`src/hw/rtl/c8x_pkg.sv`:
```
// ----------------------------------------------------------------------------
// c8x_pkg
// Shared types, constants and the font table of the CHIP-8 execute core.
// ----------------------------------------------------------------------------
package c8x_pkg;

  localparam int unsigned MEM_BYTES       = 4096;
  localparam int unsigned ADDR_W          = 12;
  localparam int unsigned SCREEN_W        = 64;
  localparam int unsigned SCREEN_H        = 32;
  localparam int unsigned ROW_W           = 5;
  localparam int unsigned NUM_VREGS       = 16;
  localparam int unsigned STACK_DEPTH_DEF = 16;
  localparam int unsigned FONT_BYTES      = 80;

  localparam logic [ADDR_W-1:0] FONT_BASE      = 12'h050;
  localparam logic [ADDR_W-1:0] PROG_START_RST = 12'h200;
  localparam logic [ADDR_W-1:0] PC_STEP        = 12'd2;

  localparam logic [11:0] SYS_CLS = 12'h0E0;
  localparam logic [11:0] SYS_RET = 12'h0EE;

  localparam logic [3:0] ALU_LD  = 4'h0;
  localparam logic [3:0] ALU_OR  = 4'h1;
  localparam logic [3:0] ALU_AND = 4'h2;
  localparam logic [3:0] ALU_XOR = 4'h3;
  localparam logic [3:0] ALU_ADD = 4'h4;
  localparam logic [3:0] ALU_SUB = 4'h5;
  localparam logic [3:0] ALU_SHR = 4'h6;
  localparam logic [3:0] ALU_SBN = 4'h7;
  localparam logic [3:0] ALU_SHL = 4'hE;

  localparam logic [7:0] KEY_SKP  = 8'h9E;
  localparam logic [7:0] KEY_SKNP = 8'hA1;

  localparam logic [7:0] FX_LDDT  = 8'h07;
  localparam logic [7:0] FX_WKEY  = 8'h0A;
  localparam logic [7:0] FX_SETDT = 8'h15;
  localparam logic [7:0] FX_SETST = 8'h18;
  localparam logic [7:0] FX_ADDI  = 8'h1E;
  localparam logic [7:0] FX_FONT  = 8'h29;
  localparam logic [7:0] FX_BCD   = 8'h33;
  localparam logic [7:0] FX_STORE = 8'h55;
  localparam logic [7:0] FX_LOAD  = 8'h65;

  typedef enum logic [2:0] {
    ITEM_EXEC  = 3'd0,
    ITEM_WRITE = 3'd1,
    ITEM_READ  = 3'd2,
    ITEM_ROW   = 3'd3,
    ITEM_TICK  = 3'd4
  } item_e;

  typedef enum logic [3:0] {
    OP_SYS  = 4'h0, OP_JP   = 4'h1, OP_CALL = 4'h2, OP_SE   = 4'h3,
    OP_SNE  = 4'h4, OP_SER  = 4'h5, OP_LD   = 4'h6, OP_ADD  = 4'h7,
    OP_ALU  = 4'h8, OP_SNER = 4'h9, OP_LDI  = 4'hA, OP_JPV  = 4'hB,
    OP_RND  = 4'hC, OP_DRW  = 4'hD, OP_KEY  = 4'hE, OP_MISC = 4'hF
  } op_e;

  typedef enum logic [3:0] {
    ST_CLEAR, ST_IDLE, ST_ITEM, ST_MEM_CAP, ST_RDX, ST_RDY, ST_EXEC, ST_CLS,
    ST_DRAW_RD, ST_DRAW_WR, ST_DRAW_FLAG, ST_BCD, ST_STORE, ST_LOAD_RD,
    ST_LOAD_WR, ST_DONE
  } st_e;

  typedef enum logic [4:0] {
    CMD_NONE, CMD_CLEAR, CMD_LOAD, CMD_ITEM, CMD_MEM_CAP, CMD_RDX, CMD_RDY,
    CMD_EXEC, CMD_CLS, CMD_DRAW_RD, CMD_DRAW_WR, CMD_DRAW_FLAG, CMD_BCD,
    CMD_STORE, CMD_LOAD_RD, CMD_LOAD_WR, CMD_FINISH
  } cmd_e;

  typedef struct packed {
    logic [2:0]  opcode;
    logic [15:0] instruction;
    logic [15:0] keys;
    logic [7:0]  random_byte;
    logic [11:0] address;
    logic [7:0]  write_data;
    logic [4:0]  row_select;
  } req_t;

  typedef struct packed {
    logic [11:0] program_counter;
    logic [15:0] index_value;
    logic [7:0]  read_byte;
    logic [63:0] display_row;
    logic        sound_on;
    logic        waiting_key;
  } rsp_t;

  typedef struct packed {
    cmd_e cmd;
  } ctl_t;

  typedef struct packed {
    logic [2:0]  opcode;
    logic [15:0] instruction;
    logic [3:0]  cnt;
    logic        clr_done;
    logic        out_busy;
  } sts_t;

  localparam logic [7:0] FONT_GLYPHS [FONT_BYTES] = '{
    8'hF0, 8'h90, 8'h90, 8'h90, 8'hF0, 8'h20, 8'h60, 8'h20, 8'h20, 8'h70,
    8'hF0, 8'h10, 8'hF0, 8'h80, 8'hF0, 8'hF0, 8'h10, 8'hF0, 8'h10, 8'hF0,
    8'h90, 8'h90, 8'hF0, 8'h10, 8'h10, 8'hF0, 8'h80, 8'hF0, 8'h10, 8'hF0,
    8'hF0, 8'h80, 8'hF0, 8'h90, 8'hF0, 8'hF0, 8'h10, 8'h20, 8'h40, 8'h40,
    8'hF0, 8'h90, 8'hF0, 8'h90, 8'hF0, 8'hF0, 8'h90, 8'hF0, 8'h10, 8'hF0,
    8'hF0, 8'h90, 8'hF0, 8'h90, 8'h90, 8'hE0, 8'h90, 8'hE0, 8'h90, 8'hE0,
    8'hF0, 8'h80, 8'h80, 8'h80, 8'hF0, 8'hE0, 8'h90, 8'h90, 8'h90, 8'hE0,
    8'hF0, 8'h80, 8'hF0, 8'h80, 8'hF0, 8'hF0, 8'h80, 8'hF0, 8'h80, 8'h80
  };

  // Reset content of main memory at one address.
  function automatic logic [7:0] font_byte(input logic [ADDR_W-1:0] a);
    logic [ADDR_W-1:0] off;
    logic [7:0]        res;
    off = a - FONT_BASE;
    res = 8'h00;
    if (a >= FONT_BASE && a < FONT_BASE + ADDR_W'(FONT_BYTES)) begin
      res = FONT_GLYPHS[off[6:0]];
    end
    return res;
  endfunction

endpackage

```
`src/hw/rtl/c8x_ctrl.sv`:
```
// ----------------------------------------------------------------------------
// c8x_ctrl
// Sequencer: decodes the current request and steps the datapath.
// ----------------------------------------------------------------------------
module c8x_ctrl (
  input  logic               clk_i,
  input  logic               rst_ni,
  input  logic               req_valid_i,
  output logic               req_ready_o,
  input  c8x_pkg::sts_t      sts_i,
  output c8x_pkg::ctl_t      ctl_o
);

  c8x_pkg::st_e state_q, state_d;
  c8x_pkg::op_e op;
  logic [11:0]  nnn;
  logic [7:0]   kk;
  logic [3:0]   n;
  logic [3:0]   x;
  logic         is_exec;

  assign op      = c8x_pkg::op_e'(sts_i.instruction[15:12]);
  assign nnn     = sts_i.instruction[11:0];
  assign kk      = sts_i.instruction[7:0];
  assign n       = sts_i.instruction[3:0];
  assign x       = sts_i.instruction[11:8];
  assign is_exec = (sts_i.opcode == c8x_pkg::ITEM_EXEC);

  always_ff @(posedge clk_i or negedge rst_ni) begin
    if (!rst_ni) begin
      state_q <= c8x_pkg::ST_CLEAR;
    end else begin
      state_q <= state_d;
    end
  end

  always_comb begin
    state_d = state_q;
    unique case (state_q)
      c8x_pkg::ST_CLEAR: begin
        if (sts_i.clr_done) state_d = c8x_pkg::ST_IDLE;
      end
      c8x_pkg::ST_IDLE: begin
        if (req_valid_i) state_d = c8x_pkg::ST_ITEM;
      end
      c8x_pkg::ST_ITEM: begin
        if (is_exec) begin
          state_d = c8x_pkg::ST_RDX;
        end else if (sts_i.opcode == c8x_pkg::ITEM_READ) begin
          state_d = c8x_pkg::ST_MEM_CAP;
        end else begin
          state_d = c8x_pkg::ST_DONE;
        end
      end
      c8x_pkg::ST_MEM_CAP: state_d = c8x_pkg::ST_DONE;
      c8x_pkg::ST_RDX:     state_d = c8x_pkg::ST_RDY;
      c8x_pkg::ST_RDY:     state_d = c8x_pkg::ST_EXEC;
      c8x_pkg::ST_EXEC: begin
        state_d = c8x_pkg::ST_DONE;
        if (op == c8x_pkg::OP_SYS && nnn == c8x_pkg::SYS_CLS) begin
          state_d = c8x_pkg::ST_CLS;
        end else if (op == c8x_pkg::OP_DRW) begin
          state_d = (n == 4'd0) ? c8x_pkg::ST_DRAW_FLAG : c8x_pkg::ST_DRAW_RD;
        end else if (op == c8x_pkg::OP_MISC && kk == c8x_pkg::FX_BCD) begin
          state_d = c8x_pkg::ST_BCD;
        end else if (op == c8x_pkg::OP_MISC && kk == c8x_pkg::FX_STORE) begin
          state_d = c8x_pkg::ST_STORE;
        end else if (op == c8x_pkg::OP_MISC && kk == c8x_pkg::FX_LOAD) begin
          state_d = c8x_pkg::ST_LOAD_RD;
        end
      end
      c8x_pkg::ST_CLS:     state_d = c8x_pkg::ST_DONE;
      c8x_pkg::ST_DRAW_RD: state_d = c8x_pkg::ST_DRAW_WR;
      c8x_pkg::ST_DRAW_WR: begin
        state_d = (sts_i.cnt == n - 4'd1) ? c8x_pkg::ST_DRAW_FLAG : c8x_pkg::ST_DRAW_RD;
      end
      c8x_pkg::ST_DRAW_FLAG: state_d = c8x_pkg::ST_DONE;
      c8x_pkg::ST_BCD: begin
        if (sts_i.cnt == 4'd2) state_d = c8x_pkg::ST_DONE;
      end
      c8x_pkg::ST_STORE: begin
        if (sts_i.cnt == x) state_d = c8x_pkg::ST_DONE;
      end
      c8x_pkg::ST_LOAD_RD: state_d = c8x_pkg::ST_LOAD_WR;
      c8x_pkg::ST_LOAD_WR: begin
        state_d = (sts_i.cnt == x) ? c8x_pkg::ST_DONE : c8x_pkg::ST_LOAD_RD;
      end
      c8x_pkg::ST_DONE: begin
        if (!sts_i.out_busy) state_d = c8x_pkg::ST_IDLE;
      end
      default: state_d = c8x_pkg::ST_IDLE;
    endcase
  end

  always_comb begin
    req_ready_o = 1'b0;
    ctl_o.cmd   = c8x_pkg::CMD_NONE;
    unique case (state_q)
      c8x_pkg::ST_CLEAR: ctl_o.cmd = c8x_pkg::CMD_CLEAR;
      c8x_pkg::ST_IDLE: begin
        req_ready_o = 1'b1;
        if (req_valid_i) ctl_o.cmd = c8x_pkg::CMD_LOAD;
      end
      c8x_pkg::ST_ITEM: begin
        ctl_o.cmd = is_exec ? c8x_pkg::CMD_NONE : c8x_pkg::CMD_ITEM;
      end
      c8x_pkg::ST_MEM_CAP:   ctl_o.cmd = c8x_pkg::CMD_MEM_CAP;
      c8x_pkg::ST_RDX:       ctl_o.cmd = c8x_pkg::CMD_RDX;
      c8x_pkg::ST_RDY:       ctl_o.cmd = c8x_pkg::CMD_RDY;
      c8x_pkg::ST_EXEC:      ctl_o.cmd = c8x_pkg::CMD_EXEC;
      c8x_pkg::ST_CLS:       ctl_o.cmd = c8x_pkg::CMD_CLS;
      c8x_pkg::ST_DRAW_RD:   ctl_o.cmd = c8x_pkg::CMD_DRAW_RD;
      c8x_pkg::ST_DRAW_WR:   ctl_o.cmd = c8x_pkg::CMD_DRAW_WR;
      c8x_pkg::ST_DRAW_FLAG: ctl_o.cmd = c8x_pkg::CMD_DRAW_FLAG;
      c8x_pkg::ST_BCD:       ctl_o.cmd = c8x_pkg::CMD_BCD;
      c8x_pkg::ST_STORE:     ctl_o.cmd = c8x_pkg::CMD_STORE;
      c8x_pkg::ST_LOAD_RD:   ctl_o.cmd = c8x_pkg::CMD_LOAD_RD;
      c8x_pkg::ST_LOAD_WR:   ctl_o.cmd = c8x_pkg::CMD_LOAD_WR;
      c8x_pkg::ST_DONE: begin
        if (!sts_i.out_busy) ctl_o.cmd = c8x_pkg::CMD_FINISH;
      end
      default: ctl_o.cmd = c8x_pkg::CMD_NONE;
    endcase
  end

endmodule

```
`config.mk`:
```
export PLATFORM = sky130hd
export DESIGN_NAME = c8x_ctrl
export DESIGN_NICKNAME = d
export VERILOG_FILES = /design/src/hw/rtl/c8x_pkg.sv /design/src/hw/rtl/c8x_ctrl.sv
export SDC_FILE = /design/constraint.sdc
export NUM_CORES = 1
export LEC_CHECK = 0
export ABC_AREA = 1
export BUFFER_PORTS_ARGS = -buffer_cell sky130_fd_sc_hd__buf_2
export CAP_MARGIN = 20
export CELL_PAD_IN_SITES_DETAIL_PLACEMENT = 1
export CELL_PAD_IN_SITES_GLOBAL_PLACEMENT = 1
export CORE_MARGIN = 1.5
export CORE_UTILIZATION = 32
export CTS_BUF_LIST = sky130_fd_sc_hd__clkbuf_16
export CTS_CLUSTER_DIAMETER = 150
export DETAILED_ROUTE_END_ITERATION = 8
export PLACE_DENSITY = 0.82
export SKIP_LAST_GASP = 1
export SLEW_MARGIN = 20
export SYNTH_ARGS = -nofsm -noshare
export SYNTH_HDL_FRONTEND = slang
export SYNTH_SLANG_ARGS = --single-unit
export TNS_END_PERCENT = 20
```
`constraint.sdc`:
```
create_clock -name clk_i -period 2.2 [get_ports clk_i]
set_input_delay 0.11 -clock clk_i [delete_from_list [all_inputs] [get_ports clk_i]]
set_output_delay 0.11 -clock clk_i [all_outputs]
set_load 0.005 [all_outputs]
```
==> metrics.md, run 1 <==
| Metric | Value |
|---|---|
| Pins Over Slew Limit | `0` |
| GR Overflow Total | `0` |
| Area fraction of the dominant cell type after synthesis | `23.1%` |
| Peak supply drop | `0.878 mV` |
| Critical path class | `reg -> out` |
| Vias in the first global route | `1206` |
| Most frequent cells in the layout | `52 x nand2_1, 33 x buf_2, 30 x nor2_1` |
| Critical-path cell list | `nor2_2 -> inv_2 -> nor2_1 -> nand2_1 -> o31ai_1 -> buf_2` |
| Post-synth EDFFs | `0` |
| Core Rows | `18` |
| Regs by FF count | `state_q (4)` |
| IO Pins | `34` |
| FF-to-FF setup slack | `0.71 ns` |
| GRT Total Usage | `22.6%` |
| Commonest non-fill, non-tap cell in the layout | `nand2_1` |
| Avg Synthesized Cell Area | `5.06 sq um` |
| Crit Path Max Fanout | `5` |
| Post-Route Setup TNS | `0 ns` |
| Synth unique cells | `26` |
| RSZ-0062 raised after global routing | `false` |
| Initial drt markers | `5` |
| Reg power frac | `14.8%` |
| Initial Util | `33.8%` |
| PortBufs | `33` |
| Syn_nets | `198` |
| Filler instances | `383` |
| Placement Setup Slack | `0.742 ns` |
| Layout area overhead | `34.0%` |
| Leak Pwr | `0.653 nW` |
| Gp weighted congestion | `0.925` |
| First-pass GRT wire length | `4900 microns` |
| Max stage delay on crit path | `0.46 ns` |
| Final wirelength | `2910 microns` |
| Max reg flops | `4` |
| Final core occ | `45.3%` |
| Slowest CP cell | `dfrtp_1` |
| H-tree depth | `1` |
| CP endpoint kind | `output port` |
| Drt first pass iters | `3` |
| PwrDens | `1170 mW/mm^2` |
| Post-layout min period | `1.63 ns` |
| Fin nets | `237` |
| Vias per cell | `4.99` |
| Synth async-reset ratio | `100%` |
| Post_cts resized | `0` |
| Min-delay worst type | `in -> async` |
| Comb power frac | `63.8%` |
| Core Region | `0.00250 sq mm` |
| R2r startpoint | `state_q[3]` |
| DRC viols | `0` |
| Critical path required time | `2.09 ns` |
| Primary FF master, synth | `dfrtp_1` |
| Initial antenna violation count | `0` |
| Postcts setup bufs | `0` |
| Worst EP arrival | `1.52 ns` |
| Max Fclk | `615 MHz` |
| Final setup fails | `0` |
| Die area | `0.00296 sq mm` |
| Clock transition at the registers of the reported paths | `0.03 ns` |
| Worst-case reg-to-reg path depth | `9` |
| Clk Latency, worst-skew pair | `0.23 ns` |
| Final count of hold timing violations | `0` |
| Clock sinks | `4` |
| Max Cap Viol | `0` |
| Most flops, register | `state_q` |
| Switching power | `0.661 mW` |
| Fin cells | `234` |
| Synth Instances | `167` |
| Die H | `54.4 microns` |
| Syn Std Cell Area | `846 sq um` |
| Wirelength per Cell | `12.4 microns` |
| Int Pwr | `0.665 mW` |
| R2r endpoint | `state_q[1]` |
| Switch share | `49.9%` |
| Hold buffer count at cts | `1` |
| Clock power frac | `21.4%` |
| CTS buffer count | `3` |
| Sequential fraction of the synthesis area | `11.8%` |
| Result of the run | `finished clean` |
| Skew final | `0.00278 ns` |
| Tcrit/Tclk final | `73.9%` |
| Relative slew slack | `81.8%` |
| Top cells by area, synth | `nand2_1 23%, nor2_1 13%, dfrtp_1 12%, nand3_1 11%, inv_1 9.8%` |
| Largest net degree at the start of global routing | `7` |
| Clock Path Buffers | `2` |
| Critical path launch point type | `flip-flop` |
| Seq cells post-synth | `4` |
| Tightest Pin Transition | `0.270 ns` |
| Via count | `1168` |
| Syn. warnings | `0` |
| DP Cell Count | `230` |
| CTS tree | `done` |
| Dpl hpwl | `2510 microns` |
| # diodes | `0` |
| Layout cell share with drive strength beyond 1 | `24.5%` |
| ANT nets after route | `0` |
| Clock root buffer master | `clkbuf_16` |
| Die width | `54.4 microns` |
| Setup ws final | `0.573 ns` |
| Synth area leader | `nand2_1` |
critical path, delay by kind of cell (launching register included):
family          cells  cell delay, ns
flops               1            0.46
buf+inv             2            0.23
simple gates        3            0.50
compound gates      1            0.09
cells in the mapped netlist (3+ instances only):
| library cell | count |
|---|---|
| nand2_1 | 52 |
| nor2_1 | 30 |
| inv_1 | 22 |
| nand3_1 | 18 |
| inv_2 | 7 |
| nor3_1 | 6 |
| dfrtp_1 | 4 |
| a21oi_1 | 3 |
| ha_1 | 3 |
how the worst max path moves through the flow:
stage | from | to | slack [ns]
floorplan | state_q[0] | state_q[2] | 1.01
global placement | state_q[3] | state_q[2] | 0.77
detailed placement | state_q[3] | state_q[1] | 0.74
CTS | state_q[3] | ctl_o[0] | 0.57
global route | state_q[3] | ctl_o[1] | 0.47
finish | state_q[3] | ctl_o[1] | 0.57
power groups by stage:
stage               clock (mW)  combinational [mW]  sequential, mW
global placement             0               0.797           0.188
finish                   0.284               0.846           0.196
floorplan                    0               0.577           0.171
global route             0.295               0.972           0.201
CTS                      0.289               0.850           0.194
detailed placement           0               0.837           0.195
cell families (layout without fill, tap and decap cells):
logic type                 after synthesis  in the layout  share of synthesized area [%]
and+or+nand+nor                        118            118                           60.9
buffers and inverters                   30             67                           13.3
DFF                                      4              4                           11.8
AOI/OAI and AO/OA                        9              9                           6.36
adders and majority gates                3              3                           4.44
xor gates and xnor gates                 3              3                           3.11
layer usage:
metal	share of wire (%)	up-vias	global-route usage, %	wire length [microns]
met2	54	31	46.2	1560
met4	2.0	0	7.50	59
met3	3.3	7	3.28	97
li1	-	600	-	-
met1	41	530	22.6	1190
met5	0	-	0	0
per-stage QoR:
stage                     hold slack (ns)  area [sq um]  power, mW
final                               0.231          1130       1.33
after global placement            -0.0796          1050      0.986
after global routing                0.264          1130       1.47
after floorplan                    -0.186           846      0.748
after detailed placement          -0.0790          1050       1.03
after CTS                           0.219          1130       1.33
final cells by class:
type	instances	area [sq um]	share of cell area, %
multi-input cells	133	633	55.8
repair buffers	34	175	15.5
well taps	30	37.5	3.31
clock buffers	3	75.1	6.62
flip-flops and latches	4	100	8.83
inverters	30	113	9.93
No activity file was read; power rests on OpenSTA's default activity.
==> run 2, diff against run 1 <==
ABC_AREA = 0   (was 1)
PLACE_DENSITY = 0.77   (was 0.82)
clock period = 1.5 ns   (was 2.2 ns; I/O delays follow)
==> metrics.md, run 2 <==
| Metric | Value |
|---|---|
| ANT nets after route | `0` |
| DRC viols | `0` |
| Comb power frac | `67.7%` |
| Layout cell share with drive strength beyond 1 | `44.7%` |
| Placement Setup Slack | `-0.0724 ns` |
| Wirelength per Cell | `17.5 microns` |
| Regs by FF count | `state_q (4)` |
| H-tree depth | `1` |
| Clock power frac | `20.3%` |
| Critical path launch point type | `flip-flop` |
| Most common cell in the netlist | `nand2_1` |
| Critical path required time | `1.65 ns` |
| Vias per cell | `5.49` |
| Commonest non-fill, non-tap cell in the layout | `buf_2` |
| Most frequent cells in the layout | `33 x buf_2, 17 x buf_4, 11 x nand2_1` |
| Max Cap Viol | `0` |
| Final setup fails | `4` |
| Fin nets | `183` |
| Post-synth top cells | `11 x nand2_1, 7 x xor2_1` |
| Tcrit/Tclk final | `104%` |
| Core Region | `0.00221 sq mm` |
| Die width | `51.3 microns` |
| Via count | `977` |
| Largest net degree at the start of global routing | `12` |
| # diodes | `0` |
| Syn. warnings | `0` |
| GR peak layer | `met2` |
| CTS tree | `done` |
| PortBufs | `33` |
| GR Overflow Total | `0` |
| Vias in the first global route | `1063` |
| Initial antenna violation count | `0` |
| Result of the run | `finished, violations left` |
| CTS buffer count | `3` |
| GRT Total Usage | `26.6%` |
| Seq cells post-synth | `4` |
| Leak Pwr | `0.556 nW` |
| FF-to-FF setup slack | `-0.05 ns` |
| Min-delay worst type | `in -> async` |
| CP endpoint kind | `flip-flop` |
| Most flops, register | `state_q` |
| Initial Util | `33.7%` |
| First-pass GRT wire length | `5210 microns` |
| Layout area overhead | `59.7%` |
| Die area | `0.00263 sq mm` |
| Routing usage on met1 | `33.2%` |
| Dpl hpwl | `2160 microns` |
| Area fraction of the dominant cell type after synthesis | `13.4%` |
| Die H | `51.3 microns` |
| Filler instances | `288` |
| Switching power | `0.842 mW` |
| RSZ-0062 raised after global routing | `true` |
| Sequential fraction of the synthesis area | `13.4%` |
| Max Fclk | `644 MHz` |
| Final wirelength | `3120 microns` |
| Setup ws final | `-0.0529 ns` |
| Critical path class | `reg -> reg` |
| Post-layout min period | `1.55 ns` |
| Top cells by area, synth | `dfrtp_1 13%, xor2_1 8.2%, xnor2_1 7.0%, nand2_1 5.5%, ha_1 5.0%` |
| Crit Path Max Fanout | `4` |
| Synth Instances | `99` |
| IO Pins | `34` |
| Gp weighted congestion | `0.820` |
| PwrDens | `1730 mW/mm^2` |
| Clock sinks | `4` |
| Clk Latency, worst-skew pair | `0.23 ns` |
| Relative slew slack | `71.9%` |
| Avg Synthesized Cell Area | `7.53 sq um` |
| Synth async-reset ratio | `100%` |
| Worst EP arrival | `1.70 ns` |
| Synth unique cells | `38` |
| Int Pwr | `1.22 mW` |
| Reg power frac | `12.0%` |
| Core Rows | `17` |
| Max reg flops | `4` |
| Tightest Pin Transition | `0.416 ns` |
| Met3 usage in global routing | `4.97%` |
| Synth area leader | `dfrtp_1` |
| Clock transition at the registers of the reported paths | `0.03 ns` |
| Syn Std Cell Area | `746 sq um` |
| Final core occ | `53.8%` |
| GR met2 Demand/Resource | `46.1%` |
| Peak supply drop | `1.05 mV` |
| Primary FF master, synth | `dfrtp_1` |
| Switch share | `40.9%` |
| Syn_nets | `130` |
| Pins Over Slew Limit | `0` |
| Initial drt markers | `18` |
| Skew final | `0.000203 ns` |
| Drt first pass iters | `5` |
| Final count of hold timing violations | `0` |
| Violated checks | `negative setup slack` |
| Clock root buffer master | `clkbuf_16` |
| Clock Path Buffers | `2` |
| Post-synth EDFFs | `0` |
==> run 2: changes by cell type in the layout (fill, tap and decap cells not counted), sizes merged, moves of 6 or more <==
cell | previous run | this run
nand2 | 54 | 11
nor2 | 32 | 5
inv | 29 | 6
buf | 33 | 51
nand3 | 19 | 6
xor2 | 1 | 7
==> run 2: worst paths after layout <==
check | endpoint | startpoint | depth (start not counted)
max | state_q[1] | state_q[2] | 6
min | state_q[2] | rst_ni | 2
max reg2reg | state_q[1] | state_q[2] | 6
min reg2reg | state_q[0] | state_q[0] | 3
max in group asynchronous | state_q[1] | rst_ni | 2
min in group clk_i | state_q[3] | sts_i[17] | 5
==> run 2: routing by layer <==
metal / vias up / part of all wire (%)
met5: - / 0
met4: 0 / 0.29
met3: 2 / 3.2
met2: 29 / 51
met1: 471 / 46
li1: 475 / -
==> run 2: logic make-up (layout without fill, tap and decap cells) <==
| group | after synthesis | count (layout) | synth area share [%] |
|---|---|---|---|
| compound gates | 22 | 22 | 21.5 |
| xor+xnor | 13 | 13 | 15.3 |
| fa+ha+maj | 3 | 3 | 5.03 |
| buf+inv | 10 | 61 | 6.21 |
| flops | 4 | 4 | 13.4 |
| mux | 1 | 1 | 1.51 |
| simple gates | 46 | 46 | 37.1 |
==> run 2: layout make-up <==
| cell class | instances | area [sq um] | share of cell area, % |
|---|---|---|---|
| multi-input cells | 85 | 643 | 54.0 |
| repair buffers | 52 | 314 | 26.4 |
| flip-flops and latches | 4 | 101 | 8.51 |
| clock buffers | 3 | 75.1 | 6.30 |
| well taps | 28 | 35.0 | 2.94 |
| inverters | 6 | 22.5 | 1.89 |
==> run 2: repair_timing <==
action,in CTS,in global routing
endpoints found under the setup margin,3,6
hold buffers,1,0
setup buffers,7,0
gates resized for setup,5,8
hold endpoints to repair,4,0
pin swaps,2,1
==> run 2: critical path: stages, from the launching register on <==
cell and delay (ns):
dfrtp_1 0.41, buf_4 0.16, or2_4 0.27, nor4_4 0.28, nand3_1 0.11, o211a_1 0.14, o21ai_2 0.11
==> run 2: power by group through the flow <==
stage	clock network [mW]	logic [mW]	registers, mW
after floorplan	0	0.684	0.217
after global placement	0	1.08	0.235
after detailed placement	0	1.09	0.242
after CTS	0.421	1.27	0.235
after global routing	0.429	1.52	0.253
final	0.417	1.39	0.247
==> run 2: per-stage QoR <==
stage	TNS, ns	cell area (sq um)	instances	total power [mW]	hold WS (ns)
floorplan	0	746	99	0.901	-0.221
global placement	-0.0148	1000	167	1.31	-0.119
detailed placement	-0.122	1000	167	1.34	-0.114
CTS	-0.0325	1160	178	1.92	0.177
global route	-0.572	1190	178	2.20	0.195
finish	-0.136	1190	178	2.06	0.183
